**src/hsb_pkg.sv**
```systemverilog
`timescale 1ns / 1ps

package hsb_pkg;

   // field widths
   localparam int HUE_W   = 9;
   localparam int PCT_W   = 7;
   localparam int LEVEL_W = 12;

   // scaling constants
   localparam int FULL_SCALE = 4095;
   localparam int HUE_WRAP   = 360;
   localparam int SECT_SPAN  = 60;
   localparam int PCT_MAX    = 100;
   localparam int SAT_HALF   = 50;
   localparam int BRT_NUM    = 6000;   // b/100 over the common denominator 600000

   // intermediate widths
   localparam int CHROMA_W = 14;       // chroma over 60, at most 10000
   localparam int FRAC_W   = 6;        // 0..60
   localparam int NUM_W    = 20;       // numerators over 600000, at most 600000
   localparam int WPROD_W  = 14;       // white factor times brightness, at most 10000

   // level = floor(num * 4095 / 600000) = floor(((num * 4095) >> 6) / 9375)
   localparam int LVL_SHIFT = 6;
   localparam int LVL_V_W   = 26;      // (600000 * 4095) >> 6 fits in 26 bits
   localparam int LVL_RCP_W = 27;
   localparam int LVL_RCP_K = 40;      // 26 bits of dividend + 14 bits of divisor
   localparam logic [LVL_RCP_W-1:0] LVL_RCP = 27'd117281241;  // ceil(2^40 / 9375)

   // white = floor(k * b * 4095 / 10000) = floor(((k * b * 4095) >> 4) / 625)
   localparam int WHT_SHIFT = 4;
   localparam int WHT_V_W   = 22;
   localparam int WHT_RCP_W = 23;
   localparam int WHT_RCP_K = 32;      // 22 bits of dividend + 10 bits of divisor
   localparam logic [WHT_RCP_W-1:0] WHT_RCP = 23'd6871948;    // ceil(2^32 / 625)

   // hue sectors, 60 degrees each
   localparam logic [2:0] SECT_RY = 3'd0;
   localparam logic [2:0] SECT_YG = 3'd1;
   localparam logic [2:0] SECT_GC = 3'd2;
   localparam logic [2:0] SECT_CB = 3'd3;
   localparam logic [2:0] SECT_BM = 3'd4;
   localparam logic [2:0] SECT_MR = 3'd5;

   typedef struct packed {
      logic [HUE_W-1:0] hue;
      logic [PCT_W-1:0] saturation;
      logic [PCT_W-1:0] brightness;
   } hsb_req_type;

   typedef struct packed {
      logic [LEVEL_W-1:0] red_level;
      logic [LEVEL_W-1:0] green_level;
      logic [LEVEL_W-1:0] blue_level;
      logic [LEVEL_W-1:0] white_level;
   } hsb_rsp_type;

   typedef struct packed {
      logic [2:0]          sector;
      logic [FRAC_W-1:0]   xf;
      logic [CHROMA_W-1:0] chroma;
      logic [PCT_W-1:0]    brightness;
      logic [PCT_W-1:0]    white_k;
   } hsb_prep_type;

   typedef struct packed {
      logic [2:0]         sector;
      logic [LVL_V_W-1:0] v_hi;
      logic [LVL_V_W-1:0] v_mid;
      logic [LVL_V_W-1:0] v_lo;
      logic [WHT_V_W-1:0] v_white;
   } hsb_mix_type;

endpackage

```
**src/hsb_prep.sv**
```systemverilog
`timescale 1ns / 1ps

module hsb_prep import hsb_pkg::*; (
   input  logic         clock,
   input  logic         reset,
   input  logic         in_valid,
   input  hsb_req_type  in_data,
   input  logic         white_mode,
   output logic         prep_valid,
   output hsb_prep_type prep_data
);

   logic             a_valid_ff, a_valid_in;
   logic [HUE_W-1:0] a_hue_ff, a_hue_in;
   logic [PCT_W-1:0] a_sat_ff, a_sat_in;
   logic [PCT_W-1:0] a_brt_ff, a_brt_in;
   logic             a_mode_ff, a_mode_in;

   logic             b_valid_ff, b_valid_in;
   hsb_prep_type     b_data_ff, b_data_in;

   logic [HUE_W-1:0]    base;
   logic [HUE_W-1:0]    frac_wide;
   logic [FRAC_W-1:0]   frac;
   logic [CHROMA_W-1:0] sat_brt;

   // stage a: wrap hue, clamp percentages
   always_comb begin
      a_valid_in = in_valid;
      a_hue_in   = (in_data.hue >= HUE_W'(HUE_WRAP)) ? in_data.hue - HUE_W'(HUE_WRAP)
                                                    : in_data.hue;
      a_sat_in   = (in_data.saturation > PCT_W'(PCT_MAX)) ? PCT_W'(PCT_MAX)
                                                          : in_data.saturation;
      a_brt_in   = (in_data.brightness > PCT_W'(PCT_MAX)) ? PCT_W'(PCT_MAX)
                                                          : in_data.brightness;
      a_mode_in  = white_mode;
   end

   always_ff @(posedge clock) begin
      if (reset) begin
         a_valid_ff <= 1'b0;
      end else begin
         a_valid_ff <= a_valid_in;
      end
      a_hue_ff  <= a_hue_in;
      a_sat_ff  <= a_sat_in;
      a_brt_ff  <= a_brt_in;
      a_mode_ff <= a_mode_in;
   end

   // stage b: sector search, ramp value, chroma over 60, white factor
   always_comb begin
      b_data_in = '0;
      priority if (a_hue_ff < HUE_W'(SECT_SPAN)) begin
         b_data_in.sector = SECT_RY;
         base = '0;
      end else if (a_hue_ff < HUE_W'(2 * SECT_SPAN)) begin
         b_data_in.sector = SECT_YG;
         base = HUE_W'(SECT_SPAN);
      end else if (a_hue_ff < HUE_W'(3 * SECT_SPAN)) begin
         b_data_in.sector = SECT_GC;
         base = HUE_W'(2 * SECT_SPAN);
      end else if (a_hue_ff < HUE_W'(4 * SECT_SPAN)) begin
         b_data_in.sector = SECT_CB;
         base = HUE_W'(3 * SECT_SPAN);
      end else if (a_hue_ff < HUE_W'(5 * SECT_SPAN)) begin
         b_data_in.sector = SECT_BM;
         base = HUE_W'(4 * SECT_SPAN);
      end else begin
         b_data_in.sector = SECT_MR;
         base = HUE_W'(5 * SECT_SPAN);
      end
      frac_wide = a_hue_ff - base;
      frac      = frac_wide[FRAC_W-1:0];
      // falling ramp in odd sectors
      b_data_in.xf = b_data_in.sector[0] ? FRAC_W'(SECT_SPAN) - frac : frac;

      sat_brt = CHROMA_W'(a_sat_ff) * CHROMA_W'(a_brt_ff);
      if (a_mode_ff) begin
         if (a_sat_ff > PCT_W'(SAT_HALF)) begin
            b_data_in.chroma = CHROMA_W'(a_brt_ff) * CHROMA_W'(PCT_MAX);
         end else begin
            b_data_in.chroma = {sat_brt[CHROMA_W-2:0], 1'b0};
         end
         // min(200 - 2s, 100)
         if (a_sat_ff < PCT_W'(SAT_HALF)) begin
            b_data_in.white_k = PCT_W'(PCT_MAX);
         end else begin
            b_data_in.white_k = PCT_W'(2 * PCT_MAX) - {a_sat_ff[PCT_W-2:0], 1'b0};
         end
      end else begin
         b_data_in.chroma  = sat_brt;
         b_data_in.white_k = '0;
      end
      b_data_in.brightness = a_brt_ff;
      b_valid_in = a_valid_ff;
   end

   always_ff @(posedge clock) begin
      if (reset) begin
         b_valid_ff <= 1'b0;
      end else begin
         b_valid_ff <= b_valid_in;
      end
      b_data_ff <= b_data_in;
   end

   assign prep_valid = b_valid_ff;
   assign prep_data  = b_data_ff;

endmodule

```
**src/hsb_mix.sv**
```systemverilog
`timescale 1ns / 1ps

module hsb_mix import hsb_pkg::*; (
   input  logic         clock,
   input  logic         reset,
   input  logic         prep_valid,
   input  hsb_prep_type prep_data,
   output logic         mix_valid,
   output hsb_mix_type  mix_data
);

   logic               c_valid_ff, c_valid_in;
   logic [2:0]         c_sector_ff, c_sector_in;
   logic [NUM_W-1:0]   c_hi_ff, c_hi_in;
   logic [NUM_W-1:0]   c_mid_ff, c_mid_in;
   logic [NUM_W-1:0]   c_lo_ff, c_lo_in;
   logic [WPROD_W-1:0] c_wprod_ff, c_wprod_in;

   logic               d_valid_ff, d_valid_in;
   hsb_mix_type        d_data_ff, d_data_in;

   logic [NUM_W-1:0]   x_num;
   logic [NUM_W-1:0]   c_num;
   logic [NUM_W-1:0]   m_num;

   localparam int P_W  = NUM_W + LEVEL_W;
   localparam int PW_W = WPROD_W + LEVEL_W;

   logic [P_W-1:0]  p_hi, p_mid, p_lo;
   logic [PW_W-1:0] p_white;

   // stage c: numerators over the common denominator
   always_comb begin
      x_num       = NUM_W'(prep_data.chroma) * NUM_W'(prep_data.xf);
      c_num       = NUM_W'(prep_data.chroma) * NUM_W'(SECT_SPAN);
      c_hi_in     = NUM_W'(prep_data.brightness) * NUM_W'(BRT_NUM);
      m_num       = c_hi_in - c_num;
      c_mid_in    = x_num + m_num;
      c_lo_in     = m_num;
      c_wprod_in  = WPROD_W'(prep_data.white_k) * WPROD_W'(prep_data.brightness);
      c_sector_in = prep_data.sector;
      c_valid_in  = prep_valid;
   end

   always_ff @(posedge clock) begin
      if (reset) begin
         c_valid_ff <= 1'b0;
      end else begin
         c_valid_ff <= c_valid_in;
      end
      c_sector_ff <= c_sector_in;
      c_hi_ff     <= c_hi_in;
      c_mid_ff    <= c_mid_in;
      c_lo_ff     <= c_lo_in;
      c_wprod_ff  <= c_wprod_in;
   end

   // stage d: times full scale, drop the power-of-two part of the divisor
   always_comb begin
      p_hi    = P_W'(c_hi_ff) * P_W'(FULL_SCALE);
      p_mid   = P_W'(c_mid_ff) * P_W'(FULL_SCALE);
      p_lo    = P_W'(c_lo_ff) * P_W'(FULL_SCALE);
      p_white = PW_W'(c_wprod_ff) * PW_W'(FULL_SCALE);
      d_data_in.sector  = c_sector_ff;
      d_data_in.v_hi    = p_hi[LVL_SHIFT +: LVL_V_W];
      d_data_in.v_mid   = p_mid[LVL_SHIFT +: LVL_V_W];
      d_data_in.v_lo    = p_lo[LVL_SHIFT +: LVL_V_W];
      d_data_in.v_white = p_white[WHT_SHIFT +: WHT_V_W];
      d_valid_in        = c_valid_ff;
   end

   always_ff @(posedge clock) begin
      if (reset) begin
         d_valid_ff <= 1'b0;
      end else begin
         d_valid_ff <= d_valid_in;
      end
      d_data_ff <= d_data_in;
   end

   assign mix_valid = d_valid_ff;
   assign mix_data  = d_data_ff;

endmodule

```
**src/hsb_scale.sv**
```systemverilog
`timescale 1ns / 1ps

module hsb_scale import hsb_pkg::*; (
   input  logic        clock,
   input  logic        reset,
   input  logic        mix_valid,
   input  hsb_mix_type mix_data,
   output logic        out_valid,
   output hsb_rsp_type out_data
);

   localparam int LP_W = LVL_V_W + LVL_RCP_W;
   localparam int WP_W = WHT_V_W + WHT_RCP_W;

   logic               e_valid_ff, e_valid_in;
   hsb_rsp_type        e_data_ff, e_data_in;

   logic [LP_W-1:0]    q_hi_p, q_mid_p, q_lo_p;
   logic [WP_W-1:0]    q_white_p;
   logic [LEVEL_W-1:0] hi, mid, lo;

   // stage e: divide by reciprocal, place levels by sector
   always_comb begin
      q_hi_p    = LP_W'(mix_data.v_hi) * LP_W'(LVL_RCP);
      q_mid_p   = LP_W'(mix_data.v_mid) * LP_W'(LVL_RCP);
      q_lo_p    = LP_W'(mix_data.v_lo) * LP_W'(LVL_RCP);
      q_white_p = WP_W'(mix_data.v_white) * WP_W'(WHT_RCP);
      hi  = q_hi_p[LVL_RCP_K +: LEVEL_W];
      mid = q_mid_p[LVL_RCP_K +: LEVEL_W];
      lo  = q_lo_p[LVL_RCP_K +: LEVEL_W];
      e_data_in.white_level = q_white_p[WHT_RCP_K +: LEVEL_W];
      unique case (mix_data.sector)
         SECT_RY: begin
            e_data_in.red_level = hi;  e_data_in.green_level = mid; e_data_in.blue_level = lo;
         end
         SECT_YG: begin
            e_data_in.red_level = mid; e_data_in.green_level = hi;  e_data_in.blue_level = lo;
         end
         SECT_GC: begin
            e_data_in.red_level = lo;  e_data_in.green_level = hi;  e_data_in.blue_level = mid;
         end
         SECT_CB: begin
            e_data_in.red_level = lo;  e_data_in.green_level = mid; e_data_in.blue_level = hi;
         end
         SECT_BM: begin
            e_data_in.red_level = mid; e_data_in.green_level = lo;  e_data_in.blue_level = hi;
         end
         default: begin
            e_data_in.red_level = hi;  e_data_in.green_level = lo;  e_data_in.blue_level = mid;
         end
      endcase
      e_valid_in = mix_valid;
   end

   always_ff @(posedge clock) begin
      if (reset) begin
         e_valid_ff <= 1'b0;
      end else begin
         e_valid_ff <= e_valid_in;
      end
      e_data_ff <= e_data_in;
   end

   assign out_valid = e_valid_ff;
   assign out_data  = e_data_ff;

endmodule

```
**src/hsb_to_rgbw_pwm_levels.sv**
```systemverilog
`timescale 1ns / 1ps

// channel    direction  handshake             payload
// request    in         start, busy           req_data (hue, saturation, brightness)
// response   out        rsp_valid strobe      rsp_data (red, green, blue, white levels)
// csr        in         csr_write_enable      csr_write_data (white channel mode)
//
// five-stage pipeline: one request per clock, the response strobes out of stage e
// busy stays low, so start is taken on every cycle it is high
// the response is shown for one cycle only; the receiver cannot stall it
// synchronous reset clears the stage valid bits and sets plain rgb mode
// the mode is sampled as a request enters the first stage

module hsb_to_rgbw_pwm_levels import hsb_pkg::*; (
   input  logic        clock,
   input  logic        reset,
   input  logic        start,
   output logic        busy,
   input  hsb_req_type req_data,
   output logic        rsp_valid,
   output hsb_rsp_type rsp_data,
   input  logic        csr_write_enable,
   input  logic        csr_write_data
);

   logic         mode_ff, mode_in;
   logic         prep_valid;
   hsb_prep_type prep_data;
   logic         mix_valid;
   hsb_mix_type  mix_data;

   // mode register
   always_comb begin
      mode_in = csr_write_enable ? csr_write_data : mode_ff;
   end

   always_ff @(posedge clock) begin
      if (reset) begin
         mode_ff <= 1'b0;
      end else begin
         mode_ff <= mode_in;
      end
   end

   // pipeline never holds off a request
   assign busy = 1'b0;

   hsb_prep u_prep (
      .clock      (clock),
      .reset      (reset),
      .in_valid   (start),
      .in_data    (req_data),
      .white_mode (mode_ff),
      .prep_valid (prep_valid),
      .prep_data  (prep_data)
   );

   hsb_mix u_mix (
      .clock      (clock),
      .reset      (reset),
      .prep_valid (prep_valid),
      .prep_data  (prep_data),
      .mix_valid  (mix_valid),
      .mix_data   (mix_data)
   );

   hsb_scale u_scale (
      .clock     (clock),
      .reset     (reset),
      .mix_valid (mix_valid),
      .mix_data  (mix_data),
      .out_valid (rsp_valid),
      .out_data  (rsp_data)
   );

endmodule
```
**config.mk**
```make
export PLATFORM = sky130hd
export DESIGN_NAME = hsb_to_rgbw_pwm_levels
export DESIGN_NICKNAME = d
export VERILOG_FILES = /design/src/hsb_pkg.sv /design/src/hsb_prep.sv /design/src/hsb_mix.sv /design/src/hsb_scale.sv /design/src/hsb_to_rgbw_pwm_levels.sv
export SDC_FILE = /design/constraint.sdc
export NUM_CORES = 2
export LEC_CHECK = 0
export ABC_AREA = 1
export BUFFER_PORTS_ARGS = -buffer_cell sky130_fd_sc_hd__clkbuf_2
export CELL_PAD_IN_SITES_DETAIL_PLACEMENT = 1
export CELL_PAD_IN_SITES_GLOBAL_PLACEMENT = 1
export CORE_MARGIN = 2
export CORE_UTILIZATION = 47
export CTS_CLUSTER_DIAMETER = 60
export DETAILED_ROUTE_END_ITERATION = 12
export PLACE_DENSITY = 0.84
export SKIP_CTS_REPAIR_TIMING = 1
export SYNTH_ARGS = -nofsm -noshare
export SYNTH_HDL_FRONTEND = slang
export SYNTH_SLANG_ARGS = --single-unit
```
**constraint.sdc**
```tcl
create_clock -name clock -period 5.6 [get_ports clock]
set_input_delay 0.56 -clock clock [delete_from_list [all_inputs] [get_ports clock]]
set_output_delay 0.56 -clock clock [all_outputs]
set_load 0.02 [all_outputs]
```
==> results.sh <==
export IMPL_pre_cts_ws_ns=-1.119
export IMPL_fin_area_mm2=0.09649
export IMPL_min_path_type="input port to flip-flop"
export IMPL_synth_seq_cells=287
export IMPL_die_area_mm2=0.1736
export IMPL_clockBufferDepth=3
export IMPL_grt_ovfl_total=0
export IMPL_initial_core_util=0.4728
export IMPL_cts_root_buf="clkbuf_16"
export IMPL_violations="max-capacitance violations, max-slew violations, negative setup slack"
export IMPL_syn_nets=12012
export IMPL_grt_start_max_net_pins=17
export IMPL_first_iter_violations=5012
export IMPL_clk_latency_ns=0.70
export IMPL_rsz0062_at_grt="yes"
export IMPL_layout_drive_gt1_share=0.2024
export IMPL_layout_common_cells="2588 x inv_1, 1509 x fa_1, 1210 x ha_1"
export IMPL_io_buffers=76
export IMPL_yosysWarnings=0
export IMPL_io_pins=78
export IMPL_cts_made_buffers=46
export IMPL_num_vias=70381
export IMPL_crit_top_cell="nand2_1"
export IMPL_clock_sinks=287
export IMPL_gp_congestion=1.025
export IMPL_maxSlewViolCount=30
export IMPL_final_setup_worst_slack_ns=-1.770
export IMPL_coreArea_mm2=0.1693
export IMPL_period_minus_slack_ns=7.370
export IMPL_syn_to_final_growth_pct=20.55
export IMPL_placed_area_mm2=0.08960
export IMPL_hpwl_mm=254.8
export IMPL_syn_inst=9054
export IMPL_antenna_left=0
export IMPL_finalHoldViolations=0
export IMPL_outcome="finished, violations left"
export IMPL_clock_skew_ns=0.04915
export IMPL_cp_max_fo=3
export IMPL_max_cap_violations=2
export IMPL_cts_tree="built"
export IMPL_cts_clk_slew_worst_paths_ns=0.07
export IMPL_fin_crit_sh=1.316
export IMPL_wire_per_inst_um=27.01
export IMPL_drc_errors=0
export IMPL_instances_no_fill=12336
export IMPL_vias_per_cell=5.705
export IMPL_ys_seq_area_frac=0.07178
export IMPL_slowest_stage="fa_1"
export IMPL_fp_dieH_um=416.7
export IMPL_critical_path_class="flip-flop to flip-flop"
export IMPL_setup_violations=61
export IMPL_drt_pass1_iterations=5
export IMPL_cts_max_level=2
export IMPL_synth_avg_cell_area_um2=8.840
export IMPL_critPathArrivalTime_ns=7.92
export IMPL_fin_nets=13031
export IMPL_required_ns=6.15
export IMPL_worstMarginPinSlew_ns=1.536
export IMPL_yosys_top_cells_area="fa_1 40%, ha_1 21%, inv_1 13%, dfxtp_1 7.2%, nand2_1 5.1%"
export IMPL_dieWidth_um=416.7
export IMPL_cpPeakStageDelay_ns=0.65
export IMPL_synth_distinct_cells=56
export IMPL_synth_area_mm2=0.08004
export IMPL_place_inst=12169
export IMPL_grt_pass1_vias=78554
export IMPL_layout_commonest_cell="inv_1"
export IMPL_worstSetupEndpointType="flip-flop"
export IMPL_rows=151
export IMPL_drt_wl_total_mm=333.2
export IMPL_synth_top_area_frac=0.4007
export IMPL_grt_pass1_wl_mm=445.4
export IMPL_fmax_mhz=135.7
export IMPL_startpoint_type="flip-flop"
export IMPL_grt_antenna_before_repair=17
export IMPL_track_usage=0.3335
export IMPL_relSlewSlack=-0.02764
export IMPL_synth_top_area_cell="fa_1"
==> metal layers <==
| metal | wire [um] | global-route usage | up-vias |
|---|---|---|---|
| met2 | 162100 | 0.6001 | 3409 |
| met3 | 22840 | 0.03997 | 1764 |
| met4 | 33430 | 0.2010 | 12 |
| met1 | 114700 | 0.3778 | 35707 |
| li1 | - | - | 29489 |
| met5 | 83 | 0 | - |
==> worst paths after layout <==
path	from	depth (start not counted)	to	slack [ns]
worst max register to register	u_prep.prep_data[11]	30	u_mix.c_mid_ff[19]	-1.77
worst min-delay path	req_data[13]	1	u_prep.a_sat_ff[6]	0.01
worst max-delay path	u_prep.prep_data[11]	30	u_mix.c_mid_ff[19]	-1.77
worst min register to register	u_mix.c_sector_ff[2]	0	u_mix.mix_data[102]	0.34
==> final cells by class <==
class,instances,area [um^2]
fill,19406,72800
multi-input combinational,6049,68530
clock buffer,53,1209
antenna,7,17.52
timing repair buffer,1009,7635
tap,2218,2775
inverter,2680,10070
clock inverter,33,396.6
sequential,287,5846
==> registers in the layout (all words and copies together) (netlist names) <==
name               flops
u_mix.mix_data       103
u_scale.out_data      48
u_prep.prep_data      36
u_mix.c_mid_ff        20
u_mix.c_lo_ff         18
u_mix.c_hi_ff         16
u_mix.c_wprod_ff      13
u_prep.a_hue_ff        9
u_prep.a_brt_ff        7
u_prep.a_sat_ff        7
u_mix.c_sector_ff      3
mode_ff                1
u_mix.c_valid_ff       1
u_mix.mix_valid        1
u_prep.a_mode_ff       1
u_prep.a_valid_ff      1
u_prep.prep_valid      1
u_scale.out_valid      1
==> Yosys cell counts, drive strengths merged <==
| cell | count |
|---|---|
| inv | 2680 |
| fa | 1602 |
| ha | 1328 |
| nand2 | 1107 |
| a21oi | 417 |
| nor2 | 415 |
| nand3 | 339 |
| dfxtp | 287 |
| o21ai | 237 |
| xor2 | 138 |
| xnor2 | 86 |
| nand4 | 74 |
| nor3 | 56 |
| a21o | 44 |
| o21bai | 41 |
| a31oi | 35 |
| clkbuf | 29 |
| o21a | 29 |
| nor4 | 18 |
| or2 | 15 |
| a21boi | 12 |
| nand3b | 11 |
| o211ai | 10 |
| buf | 9 |
| and2 | 5 |
| o2111ai | 5 |
| o31ai | 5 |
| a211oi | 4 |
| nor3b | 3 |
| o221ai | 3 |
| and3 | 2 |
| a221oi | 1 |
| a31o | 1 |
| and3b | 1 |
| conb | 1 |
| mux2i | 1 |
| o211a | 1 |
| o22ai | 1 |
| o311ai | 1 |
==> critical path, delay by kind of cell (launching register included) <==
family | cells | cell delay [ns]
AOI/OAI and AO/OA | 7 | 1.37
buffers and inverters | 7 | 0.87
xor gates and xnor gates | 1 | 0.31
and+or+nand+nor | 7 | 0.88
adders and majority gates | 8 | 3.46
DFF | 1 | 0.35
==> stage by stage <==
| step | util | hold slack [ns] | TNS (ns) |
|---|---|---|---|
| 6_report | 0.5700 | 0.01115 | -51.78 |
| 5_1_grt | 0.5699 | 0.006329 | -58.79 |
| 4_1_cts | 0.5388 | -0.01338 | -36.27 |
| 3_5_place_dp | 0.5293 | 0.3382 | -32.08 |
| 3_3_place_gp | 0.5293 | 0.3144 | -22.14 |
| 2_1_floorplan | - | 0.3096 | -1.180 |
==> logic make-up (layout without fill, tap and decap cells) <==
kind of cell,count (synthesis),after routing,synth area share
adders and majority gates,2930,2930,0.6083
buffers and inverters,2718,3775,0.1276
and+or+nand+nor,2046,2046,0.1083
AOI/OAI and AO/OA,847,847,0.05937
DFF,287,287,0.07178
xor gates and xnor gates,224,224,0.02451
other,1,8,0.00004685
muxes,1,1,0.0001251
Power is not shown: default switching activity piles up to over one toggle a cycle in this logic, so the estimate is an artifact.
